## src/design/rmv_pkg.sv

```systemverilog
// rmv_pkg: shared constants for the running mean / variance block.
// No dependencies; imported by the channel interfaces and the top level.
`default_nettype none

package rmv_pkg;

	localparam int DATA_WIDTH_DEF  = 32;
	localparam int COUNT_WIDTH_DEF = 32;
	localparam int FRAC_BITS       = 16;
	localparam int M2_WIDTH        = 63;

	localparam logic [M2_WIDTH-1:0] M2_MAX = '1;

endpackage

`default_nettype wire

```

## src/design/rmv_if.sv

```systemverilog
// rmv_in_if / rmv_out_if: valid/ready channels for samples and statistics.
// Depends on rmv_pkg for default widths.
`default_nettype none

interface rmv_in_if #(
	parameter int DATA_WIDTH = rmv_pkg::DATA_WIDTH_DEF
);
	logic                         valid;
	logic                         ready;
	logic signed [DATA_WIDTH-1:0] sample;
	logic                         restart;

	modport source(output valid, sample, restart, input ready);
	modport sink(input valid, sample, restart, output ready);
endinterface

interface rmv_out_if #(
	parameter int DATA_WIDTH  = rmv_pkg::DATA_WIDTH_DEF,
	parameter int COUNT_WIDTH = rmv_pkg::COUNT_WIDTH_DEF
);
	logic                             valid;
	logic                             ready;
	logic        [COUNT_WIDTH-1:0]    count;
	logic signed [DATA_WIDTH-1:0]     mean;
	logic        [rmv_pkg::M2_WIDTH-1:0] sq_dev_sum;

	modport source(output valid, count, mean, sq_dev_sum, input ready);
	modport sink(input valid, count, mean, sq_dev_sum, output ready);
endinterface

`default_nettype wire

```

## src/design/running_mean_variance.sv

```systemverilog
// running_mean_variance: Welford online count / mean / M2 over Q16.16 samples.
// Depends on rmv_pkg and the rmv_in_if / rmv_out_if channel interfaces.
//
// One sample is taken at a time. Each sample runs through restoring division
// (delta / count), the mean update (ST_MEAN) and deviation step (ST_MAG),
// shift-add multiplication (delta * deviation) and a saturating M2 update;
// the division and the multiplication share a single adder/subtractor.
// The result sits in an output register, so the next sample can be taken
// while the previous result waits; a result is only held back when the one
// before it has not been transferred yet.
`default_nettype none

module running_mean_variance #(
	parameter int DATA_WIDTH  = rmv_pkg::DATA_WIDTH_DEF,
	parameter int COUNT_WIDTH = rmv_pkg::COUNT_WIDTH_DEF
) (
	input  wire logic clk,
	input  wire logic arst_n,
	rmv_in_if.sink    data,
	rmv_out_if.source result
);
	import rmv_pkg::*;

	localparam int W  = ((DATA_WIDTH + 1 > COUNT_WIDTH) ? DATA_WIDTH + 1 : COUNT_WIDTH) + 1;
	localparam int SW = $clog2(DATA_WIDTH + 1);
	localparam int PW = 2 * DATA_WIDTH + 2;
	localparam int EW = (PW - FRAC_BITS > M2_WIDTH) ? PW - FRAC_BITS : M2_WIDTH;

	typedef enum logic [2:0] {
		ST_IDLE,
		ST_DIV,
		ST_MEAN,
		ST_MAG,
		ST_MUL,
		ST_ACC
	} state_t;

	state_t                       state_q;
	logic        [SW-1:0]         step_q;
	logic        [COUNT_WIDTH-1:0] cnt_q;
	logic signed [DATA_WIDTH-1:0] mean_q;
	logic        [M2_WIDTH-1:0]   m2_q;
	logic signed [DATA_WIDTH-1:0] smp_q;
	logic                         neg_q;
	logic        [DATA_WIDTH:0]   mag_q;
	logic        [W-1:0]          opa_q;
	logic        [DATA_WIDTH:0]   opb_q;

	logic                         ovalid_q;
	logic        [COUNT_WIDTH-1:0] ocount_q;
	logic signed [DATA_WIDTH-1:0] omean_q;
	logic        [M2_WIDTH-1:0]   om2_q;

	// shared adder / subtractor
	logic [W-1:0] add_x;
	logic [W-1:0] add_y;
	logic         add_sub;
	logic [W:0]   add_sum;

	always_comb begin
		if (state_q == ST_DIV) begin
			add_x   = {opa_q[W-2:0], opb_q[DATA_WIDTH]};
			add_y   = W'(cnt_q);
			add_sub = 1'b1;
		end else begin
			add_x   = opa_q;
			add_y   = W'(mag_q);
			add_sub = 1'b0;
		end
		add_sum = {1'b0, add_x} + {1'b0, (add_sub ? ~add_y : add_y)} + {{W{1'b0}}, add_sub};
	end

	// accept-time terms
	logic                         in_xfer;
	logic                         out_xfer;
	logic                         acc_fire;
	logic        [COUNT_WIDTH-1:0] cnt_base;
	logic        [COUNT_WIDTH-1:0] cnt_new;
	logic signed [DATA_WIDTH-1:0] mean_base;
	logic signed [DATA_WIDTH:0]   delta;
	logic        [DATA_WIDTH:0]   delta_mag;

	assign in_xfer   = data.valid && data.ready;
	assign out_xfer  = result.valid && result.ready;
	assign acc_fire  = (state_q == ST_ACC) && (!ovalid_q || result.ready);
	assign cnt_base  = data.restart ? '0 : cnt_q;
	assign cnt_new   = (&cnt_base) ? cnt_base : cnt_base + 1'b1;
	assign mean_base = data.restart ? '0 : mean_q;
	assign delta     = {data.sample[DATA_WIDTH-1], data.sample}
	                 - {mean_base[DATA_WIDTH-1], mean_base};
	assign delta_mag = delta[DATA_WIDTH] ? (DATA_WIDTH+1)'(-delta) : (DATA_WIDTH+1)'(delta);

	// mean update and second deviation
	logic signed [DATA_WIDTH+1:0] quo_ext;
	logic signed [DATA_WIDTH+1:0] mean_next;
	logic signed [DATA_WIDTH:0]   dev2;
	logic        [DATA_WIDTH:0]   dev2_mag;

	assign quo_ext   = neg_q ? -$signed({1'b0, opb_q}) : $signed({1'b0, opb_q});
	assign mean_next = {{2{mean_q[DATA_WIDTH-1]}}, mean_q} + quo_ext;
	assign dev2      = {smp_q[DATA_WIDTH-1], smp_q} - {mean_q[DATA_WIDTH-1], mean_q};
	assign dev2_mag  = dev2[DATA_WIDTH] ? (DATA_WIDTH+1)'(-dev2) : (DATA_WIDTH+1)'(dev2);

	// multiply step
	logic [W-1:0] hi_next;
	assign hi_next = opb_q[0] ? add_sum[W-1:0] : opa_q;

	// M2 accumulate
	logic [PW-1:0]       prod;
	logic [EW-1:0]       inc_w;
	logic [M2_WIDTH-1:0] inc_sat;
	logic [M2_WIDTH:0]   m2_sum;
	logic [M2_WIDTH-1:0] m2_new;

	assign prod    = {opa_q[DATA_WIDTH:0], opb_q};
	assign inc_w   = EW'(prod >> FRAC_BITS);
	assign inc_sat = (inc_w > EW'(M2_MAX)) ? M2_MAX : inc_w[M2_WIDTH-1:0];
	assign m2_sum  = {1'b0, m2_q} + {1'b0, inc_sat};
	assign m2_new  = m2_sum[M2_WIDTH] ? M2_MAX : m2_sum[M2_WIDTH-1:0];

	logic step_last;
	assign step_last = (step_q == SW'(DATA_WIDTH));

	always_ff @(posedge clk or negedge arst_n) begin
		if (!arst_n) begin
			state_q  <= ST_IDLE;
			step_q   <= '0;
			cnt_q    <= '0;
			mean_q   <= '0;
			m2_q     <= '0;
			smp_q    <= '0;
			neg_q    <= 1'b0;
			mag_q    <= '0;
			opa_q    <= '0;
			opb_q    <= '0;
			ovalid_q <= 1'b0;
			ocount_q <= '0;
			omean_q  <= '0;
			om2_q    <= '0;
		end else begin
			ovalid_q <= acc_fire || (ovalid_q && !out_xfer);
			case (state_q)
				ST_IDLE: begin
					if (in_xfer) begin
						cnt_q   <= cnt_new;
						mean_q  <= mean_base;
						if (data.restart) begin
							m2_q <= '0;
						end
						smp_q   <= data.sample;
						neg_q   <= delta[DATA_WIDTH];
						mag_q   <= delta_mag;
						opa_q   <= '0;
						opb_q   <= delta_mag;
						step_q  <= '0;
						state_q <= ST_DIV;
					end
				end
				ST_DIV: begin
					opa_q  <= add_sum[W] ? add_sum[W-1:0] : add_x;
					opb_q  <= {opb_q[DATA_WIDTH-1:0], add_sum[W]};
					step_q <= step_q + 1'b1;
					if (step_last) begin
						state_q <= ST_MEAN;
					end
				end
				ST_MEAN: begin
					mean_q  <= mean_next[DATA_WIDTH-1:0];
					state_q <= ST_MAG;
				end
				ST_MAG: begin
					opa_q   <= '0;
					opb_q   <= dev2_mag;
					step_q  <= '0;
					state_q <= ST_MUL;
				end
				ST_MUL: begin
					opa_q  <= hi_next >> 1;
					opb_q  <= {hi_next[0], opb_q[DATA_WIDTH:1]};
					step_q <= step_q + 1'b1;
					if (step_last) begin
						state_q <= ST_ACC;
					end
				end
				ST_ACC: begin
					if (acc_fire) begin
						m2_q     <= m2_new;
						ocount_q <= cnt_q;
						omean_q  <= mean_q;
						om2_q    <= m2_new;
						state_q  <= ST_IDLE;
					end
				end
				default: begin
					state_q <= ST_IDLE;
				end
			endcase
		end
	end

	assign data.ready        = (state_q == ST_IDLE);
	assign result.valid      = ovalid_q;
	assign result.count      = ocount_q;
	assign result.mean       = omean_q;
	assign result.sq_dev_sum = om2_q;

	a_busy_after_xfer: assert property (@(posedge clk) disable iff (!arst_n)
		in_xfer |=> !data.ready)
		else $error("sample taken while a sample was in progress");

	a_divisor_nonzero: assert property (@(posedge clk) disable iff (!arst_n)
		(state_q == ST_DIV) |-> (cnt_q != '0))
		else $error("division by zero count");

	a_count_nonzero: assert property (@(posedge clk) disable iff (!arst_n)
		result.valid |-> (result.count != '0))
		else $error("result with zero count");

	a_result_held: assert property (@(posedge clk) disable iff (!arst_n)
		(result.valid && !result.ready) |=> (result.valid && $stable(result.sq_dev_sum)))
		else $error("pending result overwritten");

endmodule

`default_nettype wire
```

## src/flat_wrapper.sv

```systemverilog
// flat-port wrapper written by rule: the top's interface ports become plain ports
module running_mean_variance_flat import rmv_pkg::*;
#(
	parameter int DATA_WIDTH  = rmv_pkg::DATA_WIDTH_DEF,
	parameter int COUNT_WIDTH = rmv_pkg::COUNT_WIDTH_DEF
)
  (clk, arst_n, data_valid, data_sample, data_restart, data_ready, result_valid, result_count, result_mean, result_sq_dev_sum, result_ready);
  rmv_in_if #(.DATA_WIDTH(DATA_WIDTH)) data_i ();
  rmv_out_if #(.DATA_WIDTH(DATA_WIDTH), .COUNT_WIDTH(COUNT_WIDTH)) result_i ();
  input  wire logic clk;
  input  wire logic arst_n;
  input wire logic [$bits(data_i.valid)-1:0] data_valid;
  input wire logic [$bits(data_i.sample)-1:0] data_sample;
  input wire logic [$bits(data_i.restart)-1:0] data_restart;
  output wire logic [$bits(data_i.ready)-1:0] data_ready;
  output wire logic [$bits(result_i.valid)-1:0] result_valid;
  output wire logic [$bits(result_i.count)-1:0] result_count;
  output wire logic [$bits(result_i.mean)-1:0] result_mean;
  output wire logic [$bits(result_i.sq_dev_sum)-1:0] result_sq_dev_sum;
  input wire logic [$bits(result_i.ready)-1:0] result_ready;
  assign data_i.valid = data_valid;
  assign data_i.sample = data_sample;
  assign data_i.restart = data_restart;
  assign data_ready = data_i.ready;
  assign result_valid = result_i.valid;
  assign result_count = result_i.count;
  assign result_mean = result_i.mean;
  assign result_sq_dev_sum = result_i.sq_dev_sum;
  assign result_i.ready = result_ready;
  running_mean_variance #(.DATA_WIDTH(DATA_WIDTH), .COUNT_WIDTH(COUNT_WIDTH)) u_core (.clk(clk), .arst_n(arst_n), .data(data_i), .result(result_i));
endmodule
```

## config.mk

```make
export PLATFORM = sky130hd
export DESIGN_NAME = running_mean_variance_flat
export DESIGN_NICKNAME = d
export VERILOG_FILES = /design/src/design/rmv_pkg.sv /design/src/design/rmv_if.sv /design/src/design/running_mean_variance.sv /design/src/flat_wrapper.sv
export SDC_FILE = /design/constraint.sdc
export NUM_CORES = 1
export LEC_CHECK = 0
export BUFFER_PORTS_ARGS = -buffer_cell sky130_fd_sc_hd__buf_4
export CAP_MARGIN = 20
export CELL_PAD_IN_SITES_DETAIL_PLACEMENT = 1
export CELL_PAD_IN_SITES_GLOBAL_PLACEMENT = 2
export CORE_ASPECT_RATIO = 1.2
export CORE_UTILIZATION = 41
export DETAILED_ROUTE_END_ITERATION = 6
export GPL_TIMING_DRIVEN = 0
export PLACE_DENSITY = 0.94
export SLEW_MARGIN = 15
export SYNTH_ARGS = -nofsm -noshare
export SYNTH_HDL_FRONTEND = slang
export SYNTH_SLANG_ARGS = --single-unit
```

## constraint.sdc

```tcl
create_clock -name clk -period 13.2 [get_ports clk]
set_clock_uncertainty 0.1 [all_clocks]
set_input_delay 0.66 -clock clk [delete_from_list [all_inputs] [get_ports clk]]
set_output_delay 0.66 -clock clk [all_outputs]
set_load 0.01 [all_outputs]
```

==> results.md, run 1 <==
- Status: finished clean
- Max FO, Critical Path: 10
- Setup WS post-layout: 6000 ps
- Sequential share of the synthesized area: 33.2%
- M1 GR Usage: 36.6%
- I/O pin cnt: 166
- Setup crit start kind: input pin
- Core Box Area: 72,300 um^2
- Grt met3 use: 4.55%
- VDD IR max: 0.153 mV
- Hold Crit Class: input pin to register
- Crit path max-delay family: simple AND/OR/NAND/NOR gates
- Post-DP HPWL: 94,000 um
- Gr busiest metal: met2
- Post-CTS Repair Setup Buffers: 0
- Crit Path Class: input pin to register
- Cells after Synth: 3,690
- Filler cells: 8,786
- Sum Neg Setup Slack: 0 ps
- Cell row count: 108
- Width of the die: 249 um
- Syn_nets: 3,915
- GRT Overall Usage: 32.1%
- Resized cells post-CTS: 0
- Most used cell, CP: clkbuf_1
- ANT nets after route: 0
- Met2 GRT Util: 56.0%
- Via count: 29,700
- Cell leakage power: 16.0 nW
- Number of H-tree levels: 2
- Cell Area, Synth: 29,900 um^2
- Gr ovfl total: 0
- Most frequent cells in the layout: 648 x nand2_1, 397 x dfrtp_1, 309 x a21oi_1
- Vias/cell: 6.08
- Asr flop ratio synth: 100%
- Clock transition at the registers of the reported paths: 60 ps
- Die Y-Extent: 298 um
- Synth Warn #: 0
- Root buf cell: clkbuf_16
- Final-stage net count: 4,137
- Setup-failing EPs final: 0
- Storage cell area: 9930 um^2
- Max clock buf depth: 3
- Pins Over Slew Limit: 0
- Placer Congestion: 1.01
- Final Hold Vio Count: 0
- Peak Freq: 139 MHz
- Clock sinks: 397
- Max-cap viol count: 0
- Top FF cell, synth: dfrtp_1
- DRC viols: 0
- Slowest CP cell: nor4_1
- DRT Pass-1 Iters: 6
- Hold buffers post-CTS: 1
- Initial antenna violation count: 1
- CTS tree: done
- Commonest non-fill, non-tap cell in the layout: nand2_1
- Layout cell share with drive strength beyond 1: 8.26%
- Vias in the first global route: 31,100
- Syn avg cell area: 8.10 um^2
- Worst EP arrival: 7650 ps
- First-pass GRT wire length: 184,000 um
- Reg-to-reg slack, setup: 6680 ps
- Total wire length: 120,000 um
- Crit end category: register
- Die area: 74,000 um^2
- Crit path time final: 7200 ps
- Worst path required time: 13,650 ps
- Area growth, synth to finish: 14.5%
- CP max stage delay: 740 ps
- Actual slew at the worst max-slew pin: 1140 ps
- Clk_lat worst skew: 630 ps
- 1st-iter DRT viols: 1,749
- Largest net degree at the start of global routing: 85
- Post-synth EDFFs: 0
- Distinct cells, synth: 93
- Port Buf Inserts: 165
- Worst slack at placement: 5620 ps
- CTS Buf Count: 47
- Unrepaired setup endpoints after global routing: false
- Ordered cell list for the critical path: buf_4 > clkbuf_1 > clkbuf_1 > clkbuf_1 > nand2b_1 > ha_1 > a21o_1 > o311ai_0 > o21ai_0 > or4_1 > o211ai_1 > and3b_1 > nand4_1 > or3_4 > nor4_1 > o22ai_1 > a21oi_1
- Final Cycle Share: 54.6%
- Buf/Inv on CP: 4
- Relative slew slack: 23.2%
- Drt wl/cell: 24.6 um
- Starting Density: 41.4%
- PwrDens: 335 nW/um^2
- Yosys reg bits: 397
- Footprint of the multi-input gates: 18,800 um^2
## worst register-to-register path: cells and delay by family, from the launching register on
family                   cells  cell delay, ps
AO/OA/AOI/OAI                8            1800
adder cells (fa/ha/maj)      1             220
buffers and inverters        6            2830
flip-flops                   1             370
AND/OR/NAND/NOR              6            1150
## final timing paths
| path | start | to | cells after the start |
|---|---|---|---|
| worst min-delay path | data_sample[29] | u_core.smp_q[29] | 3 |
| worst min register to register | u_core.result.sq_dev_sum[41] | u_core.result.sq_dev_sum[41] | 1 |
| worst max register to register | u_core.state_q[2] | u_core.opa_q[31] | 21 |
| max in group asynchronous | arst_n | u_core.result.sq_dev_sum[11] | 5 |
| worst max-delay path | data_restart | u_core.opb_q[32] | 17 |
| min in group asynchronous | arst_n | u_core.result.count[18] | 2 |
## stage by stage
stage / instances / cell area (um^2) / util, % / total power, mW / hold slack [ps]
floorplan: 3690 / 29900 / - / 7.34 / 264
global placement: 4790 / 32300 / 44.7 / 9.58 / 360
detailed placement: 4796 / 32500 / 44.9 / 9.75 / 365
CTS: 4883 / 34200 / 47.4 / 11.3 / 117
global route: 4884 / 34200 / 47.4 / 12.2 / 154
finish: 4885 / 34300 / 47.4 / 11.5 / 145
## flip-flops by register name, indices dropped and copies added, names as in the netlist
signal,count
u_core.mag_q,33
u_core.result.count,32
u_core.smp_q,32
u_core.step_q,6
u_core.neg_q,1
u_core.opa_q,34
u_core.state_q,3
u_core.result.valid,1
u_core.opb_q,33
u_core.m2_q,63
u_core.result.mean,32
u_core.cnt_q,32
u_core.mean_q,32
u_core.result.sq_dev_sum,63
## layer usage
metal	wire length [um]	up-vias
li1	-	13700
met1	47300	14800
met5	0	-
met4	8760	0
met3	5500	343
met2	58700	863
## Yosys cell counts, types with 13 or more instances
cell      number  area [um^2]
nor3_1        49          245
a21oi_1      309         1550
nand3_1      108          541
and2_1        25          156
clkbuf_1     183          687
and3_1        37          231
nor2b_1       34          213
dfrtp_1      397         9930
o211ai_1      32          240
o221ai_1      40          350
nand2b_1      61          382
or3_1         13         81.3
o21bai_1      27          203
inv_1         99          372
a31oi_1       48          300
a21o_1       210         1580
a221oi_1      16          140
nor4_1        18          113
o21ai_0      251         1260
nand4_1       32          200
mux2_2        23          259
a211oi_1      19          143
nor2_1       233          875
nand2_1      648         2430
o22ai_1       16          100
xor2_1       106          928
xnor2_1      156         1370
ha_1         183         2290
or2_2         18          113
o21a_1        33          248
o31ai_1       33          248
## area by class of cell
type | count | share of cell area (%)
multi-input cells | 2996 | 55.0
flip-flops and latches | 397 | 29.0
repair buffers | 173 | 4.12
clock buffers | 61 | 3.73
well taps | 935 | 3.42
plain buffers | 198 | 2.24
clock inverters | 25 | 1.37
inverters | 99 | 1.08
diodes | 1 | 0.00731
## cells by family after synthesis
logic type | synth area share, %
buffers and inverters | 3.80
DFF | 33.2
muxes | 1.17
AOI/OAI and AO/OA | 25.6
and+or+nand+nor | 20.6
adders and majority gates | 7.99
xor gates and xnor gates | 7.67
## power breakdown
part           switching, mW  total [mW]  leakage, nW  internal [mW]
Clock                  0.600        1.51        0.840          0.907
Sequential             0.526        2.21         5.11           1.68
Combinational           4.83        7.76         10.1           2.93
Total                   5.96        11.5         16.0           5.52
(Power assumes the default switching activity.)
==> run 2: changes to the inputs <==
ABC_AREA = 1   (was unset)
CORE_UTILIZATION = 32   (was 41)
PLACE_DENSITY = 0.85   (was 0.94)
clock period = 5.8 ns   (was 13.2 ns; I/O delays follow)
==> run 2 against run 1 <==
Net effect:
- final area grew 12%
- clock power up 130%
- global-route usage down 3.1 points
- die area rose by 42%
- non-clock buffer count down 24
- cell count is 38% higher
- core utilization decreased by 9.8 points
- setup slack lost 5700 ps
- combinational power rose by 150%
- critical path depth is 2 higher
- synthesized cell count grew 38%
==> results.md, run 2 <==
- Top post-synthesis cells by area: dfrtp_1 30%, nand2_1 20%, ha_1 6.9%
- Relative slew slack: 24.5%
- Post-synth EDFFs: 0
- Vias in the first global route: 36,700
- Crit path launch: u_core.state_q[0]
- PwrDens: 719 nW/um^2
- Initial antenna violation count: 3
- ANT nets after route: 0
- Via count: 35,100
- Worst R2R Start: u_core.state_q[0]
- Width of the die: 296 um
- First-pass GRT wire length: 228,000 um
- Die Y-Extent: 355 um
- Max clock buf depth: 3
- Crit Path Class: register to register
- Yosys reg bits: 397
- Power, Total: 27.5 mW
- Syn avg cell area: 6.50 um^2
- Final-stage net count: 5,576
- Worst EP arrival: 5920 ps
- Actual slew at the worst max-slew pin: 1130 ps
- Clock transition at the registers of the reported paths: 60 ps
- Pins Over Slew Limit: 0
- Final Non-Filler Cells: 6,757
- Post-layout util: 37.6%
- Area leader, netlist: dfrtp_1
- Final Cycle Share: 95.1%
- Gr ovfl total: 0
- Root buf cell: clkbuf_16
- Sequential share of the synthesized area: 30.0%
- Cell row count: 128
- Most frequent cells in the layout: 1,759 x nand2_1, 608 x inv_1, 397 x dfrtp_1
- Commonest non-fill, non-tap cell in the layout: nand2_1
- Hold Crit Class: input pin to register
- Share of the synthesized area in the top cell type: 30.0%
- Post-synth top cells: 1,759 x nand2_1, 608 x inv_1, 397 x dfrtp_1
- 1st-iter DRT viols: 1,926
- Asr flop ratio synth: 100%
- Distinct cells, synth: 66
- Vias/cell: 5.19
- Crit end category: register
- Worst path required time: 6200 ps
- Final Hold Vio Count: 0
- Setup-failing EPs final: 0
- Cells after Synth: 5,096
- Most numerous cell in the Yosys netlist: nand2_1
- Max FO, Critical Path: 10
- I/O pin cnt: 166
- Status: finished clean
- Worst hold slack: 61.5 ps
- Synth Warn #: 0
- Total wire length: 153,000 um
- HP Start: data_restart
- Cell Area, Synth: 33,100 um^2
- Drt wl/cell: 22.6 um
- Placer Congestion: 0.998
- Clock sinks: 397
- Die area: 105,000 um^2
- Core Box Area: 102,000 um^2
- Layout cell share with drive strength beyond 1: 7.96%
- CTS tree: done
- Setup crit start kind: register
- Unrepaired setup endpoints after global routing: false
- Largest net degree at the start of global routing: 92
- Clk_lat worst skew: 660 ps
- Post-DP HPWL: 126,000 um
- DRT Pass-1 Iters: 7
- DRC viols: 0
- Peak Freq: 181 MHz
- Filler cells: 13,300
- Cell leakage power: 19.6 nW
- Top FF cell, synth: dfrtp_1
- GRT Overall Usage: 29.0%
- VDD IR max: 0.335 mV
- CTS Buf Count: 49
- Crit path time final: 5510 ps
- Max-cap viol count: 0
- Port Buf Inserts: 164
- Starting Density: 32.5%
- Number of H-tree levels: 2
- Area growth, synth to finish: 15.6%
- Placed insts: 6,631
- Syn_nets: 5,321
## run 2: power by group
group | switching [mW] | internal [mW] | total, mW
clock | 1.42 | 1.99 | 3.41
combinational | 13.2 | 5.86 | 19.1
sequential | 1.26 | 3.81 | 5.06
## run 2: repair_timing
action,in CTS,in global routing
gates resized for setup,0,0
endpoints found under the hold margin,122,0
hold buffers,34,0
buffers inserted,0,0
## run 2: final cells by class
class / instances / area, um^2 / share of cell area (%)
Timing Repair Buffer: 204 / 1720 / 4.49
Clock inverter: 31 / 420 / 1.10
Antenna cell: 2 / 5.00 / 0.0131
Buffer: 143 / 621 / 1.62
Multi-Input combinational cell: 3925 / 20200 / 52.7
Inverter: 631 / 2390 / 6.23
Sequential cell: 397 / 9930 / 25.9
Clock buffer: 59 / 1310 / 3.43
Tap cell: 1365 / 1710 / 4.46
## run 2: final timing paths
kind | to | slack (ps) | depth (start not counted)
setup / recovery | u_core.opa_q[32] | 290 | 19
hold / removal | u_core.cnt_q[8] | 60 | 4
setup reg to reg | u_core.opa_q[32] | 290 | 19
hold reg to reg | u_core.result.sq_dev_sum[39] | 380 | 2
max in group asynchronous | u_core.result.sq_dev_sum[49] | 4130 | 5
min in group asynchronous | u_core.result.mean[0] | 190 | 3
## run 2: cell families after synthesis
logic type | synth area share, %
and+or+nand+nor | 34.3
DFF | 30.0
muxes | 0.0302
buffers and inverters | 9.06
adders and majority gates | 7.21
AOI/OAI and AO/OA | 14.4
xor gates and xnor gates | 4.99
## run 2: layer usage
metal  share of wire [%]  routed length, um  up-vias  track usage [%]
met1                  40              61400    17100             33.2
li1                    -                  -    17000                -
met3                 2.8               4260      328             2.51
met5                   0                  0        -                0
met2                  50              75600      710             51.5
met4                 7.4              11300        0             18.7
## run 2: worst max-delay path, cell delays in order (launching register included)
cell      delay, ps
dfrtp_1         390
inv_1           120
nor2_4          130
nand2_4         120
inv_4           170
clkbuf_1        500
buf_1           650
nand2_1         160
o21ai_0         160
ha_1            380
a21o_1          220
a221oi_1        410
o221ai_1        170
a21oi_1         260
nand3_1         150
nand2_1         180
clkbuf_1        670
o21ai_0         230
nand2_1         120
nand3_1          70
## run 2: per-stage QoR
step / cell area [um^2] / setup TNS (ps) / setup slack, ps
6_report: 38300 / 0 / 285
5_1_grt: 38300 / 0 / 50.6
4_1_cts: 38300 / 0 / 328
3_5_place_dp: 36200 / 0 / 318
3_3_place_gp: 36100 / -7540 / -82.6
2_1_floorplan: 33100 / 0 / 2020
